===== config.mk =====
export PLATFORM = sky130hd
export DESIGN_NAME = b2ev_cell
export DESIGN_NICKNAME = d
export VERILOG_FILES = /design/src/b2ev_pkg.sv /design/src/b2ev_cell.sv
export SDC_FILE = /design/constraint.sdc
export NUM_CORES = 1
export LEC_CHECK = 0
export BUFFER_PORTS_ARGS = -buffer_cell sky130_fd_sc_hd__buf_4
export CAP_MARGIN = 20
export CELL_PAD_IN_SITES_DETAIL_PLACEMENT = 0
export CELL_PAD_IN_SITES_GLOBAL_PLACEMENT = 2
export CORE_AREA = 2 2 296 298
export CTS_CLUSTER_SIZE = 24
export DETAILED_ROUTE_END_ITERATION = 10
export DIE_AREA = 0 0 298 300
export HOLD_SLACK_MARGIN = 0.12
export PLACE_DENSITY_LB_ADDON = 0.1
export SKIP_CTS_REPAIR_TIMING = 1
export SLEW_MARGIN = 20
export SYNTH_ARGS = -nofsm -noshare
export SYNTH_HDL_FRONTEND = slang
export SYNTH_SLANG_ARGS = --single-unit
export TNS_END_PERCENT = 20

===== constraint.sdc =====
create_clock -name clk -period 5.89 [get_ports clk]
set_input_delay 0.589 -clock clk [delete_from_list [all_inputs] [get_ports clk]]
set_output_delay 0.589 -clock clk [all_outputs]
set_load 0.1 [all_outputs]

===== src/b2ev_pkg.sv =====
// Package: shared constants, types and functions for the body to earth velocity rotator
package b2ev_pkg;

  localparam int VelW = 24;
  localparam int AngW = 16;
  localparam int CordW = 34;
  localparam int DefaultStages = 16;
  localparam logic signed [CordW-1:0] CordicGain = 34'sd652032874;
  localparam logic signed [VelW-1:0] VelMax = 24'sd8388607;
  localparam logic signed [VelW-1:0] VelMin = -24'sd8388608;

  localparam logic [31:0] AtanTab [32] = '{
    32'h20000000, 32'h12E4051E, 32'h09FB385B, 32'h051111D4,
    32'h028B0D43, 32'h0145D7E1, 32'h00A2F61E, 32'h00517C55,
    32'h0028BE53, 32'h00145F2F, 32'h000A2F98, 32'h000517CC,
    32'h00028BE6, 32'h000145F3, 32'h0000A2FA, 32'h0000517D,
    32'h000028BE, 32'h0000145F, 32'h00000A30, 32'h00000518,
    32'h0000028C, 32'h00000146, 32'h000000A3, 32'h00000051,
    32'h00000029, 32'h00000014, 32'h0000000A, 32'h00000005,
    32'h00000003, 32'h00000001, 32'h00000001, 32'h00000000
  };

  typedef struct packed {
    logic signed [CordW-1:0] x;
    logic signed [CordW-1:0] y;
    logic [31:0] z;
  } rot_t;

  typedef struct packed {
    logic signed [VelW-1:0] vx;
    logic signed [VelW-1:0] vy;
    logic signed [VelW-1:0] vz;
    logic flip_r;
    logic flip_p;
    logic flip_y;
  } carry_t;

  function automatic logic signed [VelW-1:0] sat24(input logic signed [47:0] v);
    logic signed [VelW-1:0] r;
    if (v > 48'(VelMax)) r = VelMax;
    else if (v < 48'(VelMin)) r = VelMin;
    else r = v[VelW-1:0];
    return r;
  endfunction

endpackage


===== src/b2ev_cell.sv =====
// CORDIC cell: one micro-rotation stage for the three angles, with the velocity carried alongside
module b2ev_cell #(
  parameter int IDX = 0
) (
  input  logic clk,
  input  logic en,
  input  b2ev_pkg::rot_t r_in [3],
  input  b2ev_pkg::carry_t c_in,
  output b2ev_pkg::rot_t r_out [3],
  output b2ev_pkg::carry_t c_out
);

  localparam int Sh = (IDX > 31) ? 31 : IDX;
  localparam logic [31:0] Atan = b2ev_pkg::AtanTab[Sh];

  b2ev_pkg::rot_t r_next [3];

  always_comb begin
    for (int k = 0; k < 3; k++) begin
      if (!r_in[k].z[31]) begin
        r_next[k].x = r_in[k].x - (r_in[k].y >>> Sh);
        r_next[k].y = r_in[k].y + (r_in[k].x >>> Sh);
        r_next[k].z = r_in[k].z - Atan;
      end else begin
        r_next[k].x = r_in[k].x + (r_in[k].y >>> Sh);
        r_next[k].y = r_in[k].y - (r_in[k].x >>> Sh);
        r_next[k].z = r_in[k].z + Atan;
      end
    end
  end

  always_ff @(posedge clk) begin
    if (en) begin
      r_out <= r_next;
      c_out <= c_in;
    end
  end

endmodule


==> impl_metrics.tcl <==
set metrics [dict create \
    status "finished clean" \
    syn_nets 3721 \
    final_layout_size_suffix_gt1_share_pct 22.8 \
    power.leakage_nw 16.1 \
    async_flop_share_pct 0 \
    utilization_pct 42.7 \
    cp_max_fo 11 \
    peakVddDrop_mv 0.203 \
    startpoint_type "primary input" \
    clkTransAtPathRegs_ns 0.06 \
    die_h_um 300 \
    cts.sinks 372 \
    powerDensity_nw_per_um2 321 \
    rows 108 \
    crit_type "primary input to flip-flop" \
    grt_overflow 0 \
    dp_slack_ns 1.44 \
    synth_seq_cells 372 \
    finalMaxSlewViolations 0 \
    required_ns 6.26 \
    hpwlAfterDp_um 102000 \
    layout.nets 4444 \
    vias 26400 \
    dieWidth_um 298 \
    start_util_pct 32.8 \
    hp-start "c_in[0]" \
    hold_path_class "primary input to flip-flop" \
    drv_cap 0 \
    final_hold_viol_count 0 \
    path_cells "buf_4 > inv_1 > ha_1 > nand3_1 > a21oi_1 > a211oi_1 > o21bai_1 > a2111oi_1 > o21ai_0 > a21oi_1 > nor2_1 > a21oi_1 > xnor2_1" \
    grt_pass1_vias 25600 \
    max_freq_ghz 0.254 \
    rsz0062_at_grt "no" \
    vias_per_cell 5.32 \
    min_to "c_out[0]$_DFFE_PP_" \
    critPathMaxStageDelay_ns 0.91 \
    ys_types 83 \
    synthCells 3035 \
    slew-limit-headroom_pct 29.0 \
    ctsRootBufferMaster "clkbuf_16" \
    tns_ns 0 \
    use_met2_pct 42.4 \
    wl_um 126000 \
    gp_congestion 0.942 \
    synth_edf_count 372 \
    whs_ns 0.145 \
    stdcell_count 4962 \
    slowest_stage "a2111oi_1" \
    core_um2 86200 \
    finalCritPeriodShare_pct 66.8 \
    cts_buffers 46 \
    syn_area_um2 28300 \
    grt_max_degree 109 \
    initialDrtViolationCount 2438 \
    crit_path_end_kind "flip-flop" \
    yosysWarnings 0 \
    htree_levels 2 \
    track_usage_pct 26.7 \
    busiest_layer "met2" \
    dp_cells 4821 \
    drtPass1Iterations 5 \
    grtUsageMet3_pct 8.37 \
    setup_viol 0 \
    drc 0 \
    ios 752 \
    worstSetupStartpoint "r_in[137]" \
    worst_slew_pin_slew_ns 1.06 \
    antenna_left 0 \
    cts_tree "done" \
    yosys_most_used_dff "edfxtp_1" \
    use_met1_pct 34.2 \
    min_period_ns 3.93 \
    fin_ws_ns 1.96 \
    antenna_found_initial 20 \
    grt_first_pass_wirelength_um 177000 \
    routedWlPerCell_um 25.3 \
    syn_avg_cell_area_um2 9.31 \
    clockBufferDepth 3 \
    cpMostUsedCell "a21oi_1" \
    cp.arrival_ns 4.31 \
    synth-seq-area-share_pct 39.5 \
    fp.dieArea_um2 89400 \
    syn_to_final_growth_pct 30.4 \
    worstHoldPathCells 1 \
    io_buffers 751 \
]
[routing by layer]
layer,up-vias,wire length [µm]
met5,-,108
met4,16,4680
met3,158,11400
met2,1044,57200
met1,12900,52300
li1,12300,-
[area by class of cell]
class | count | area, µm²
Fill cell | 8635 | 49400
Multi-Input combinational cell | 2206 | 15300
Sequential cell | 372 | 11200
Timing Repair Buffer | 807 | 6210
Tap cell | 1155 | 1450
Inverter | 325 | 1220
Clock buffer | 60 | 1200
Clock inverter | 24 | 236
Antenna cell | 13 | 32.5
[per-stage QoR]
step | power [mW] | area, µm²
6_report | 11.8 | 36800
3_5_place_dp | 9.03 | 34900
5_1_grt | 12.3 | 36800
4_1_cts | 11.9 | 36400
3_3_place_gp | 9.04 | 34900
2_1_floorplan | 7.43 | 28300
[worst max path at each step]
stage / endpoint / slack, ns
2_1_floorplan: r_out[192]$_DFFE_PP_ / 2.57
3_5_place_dp: r_out[194]$_DFFE_PP_ / 1.44
4_1_cts: r_out[194]$_DFFE_PP_ / 2.09
6_report: r_out[194]$_DFFE_PP_ / 1.96
3_3_place_gp: r_out[198]$_DFFE_PP_ / 1.11
5_1_grt: r_out[194]$_DFFE_PP_ / 1.82
[flip-flops by register name, indices dropped and copies added, names as in the netlist]
| register | cells |
|---|---|
| r_out | 297 |
| c_out | 75 |
[logic make-up (layout without fill, tap and decap cells)]
group | Yosys count | in the layout | synth area share [%]
AO/OA/AOI/OAI | 967 | 967 | 21.3
XOR/XNOR | 195 | 195 | 6.04
adder cells (fa/ha/maj) | 309 | 309 | 14.0
buffers and inverters | 457 | 1216 | 6.27
flip-flops | 372 | 372 | 39.5
multiplexers | 47 | 47 | 1.67
other | 0 | 13 | 0
AND/OR/NAND/NOR | 688 | 688 | 11.2
[worst max-delay path: cells and delay by family]
family	cells	cell delay, ns
AO/OA/AOI/OAI	7	2.67
adder cells (fa/ha/maj)	1	0.46
AND/OR/NAND/NOR	2	0.31
buffers and inverters	2	0.17
XOR/XNOR	1	0.10
[power by group]
| group | internal (mW) | switching [mW] |
|---|---|---|
| Sequential | 3.37 | 0.176 |
| Clock | 1.55 | 1.25 |
| Combinational | 1.31 | 4.18 |
[synth_stat cells, types with 10 or more instances]
library cell  number  share of area [%]
o21ai_0          186                3.3
ha_1             297                 13
a211oi_1          32               0.85
buf_2             21               0.37
nor2_1           279                3.7
fa_1              12               0.85
edfxtp_1         372                 40
nand2b_1          29               0.64
a21o_1            64                1.7
nand4_1           30               0.66
a31oi_1           27               0.60
nor4_1            20               0.44
nor3_1            45               0.80
nand2_1          148                2.0
xor2_1            23               0.71
xnor2_1          172                5.3
nand3_1           50               0.89
o21bai_1          66                1.8
a21oi_1          376                6.7
a2111oi_0         10               0.31
nor2b_1           27               0.60
o21a_1            21               0.56
clkbuf_1          76                1.0
mux2i_1           45                1.6
o31ai_1           28               0.74
and3_1            11               0.24
o211ai_1          31               0.82
clkinv_1          13               0.17
inv_1            310                4.1
buf_1             29               0.39
[layout by cell type, fill, tap and decap left out, types with 11 or more instances in the layout]
cell type      Yosys  final
buf_4              5    759
a21oi_1          376    376
edfxtp_1         372    372
inv_1            310    310
ha_1             297    297
nor2_1           279    279
o21ai_0          186    186
xnor2_1          172    172
nand2_1          148    148
o21bai_1          66     66
a21o_1            64     64
nand3_1           50     50
clkbuf_16          0     46
nor3_1            45     45
mux2i_1           45     45
dlygate4sd3_1      0     44
a211oi_1          32     32
o211ai_1          31     31
nand4_1           30     30
nand2b_1          29     29
o31ai_1           28     28
nor2b_1           27     27
a31oi_1           27     27
xor2_1            23     23
clkinv_1          13     21
o21a_1            21     21
nor4_1            20     20
clkbuf_1          76     14
diode_2            0     13
fa_1              12     12
and3_1            11     11
(Power assumes the default switching activity.)
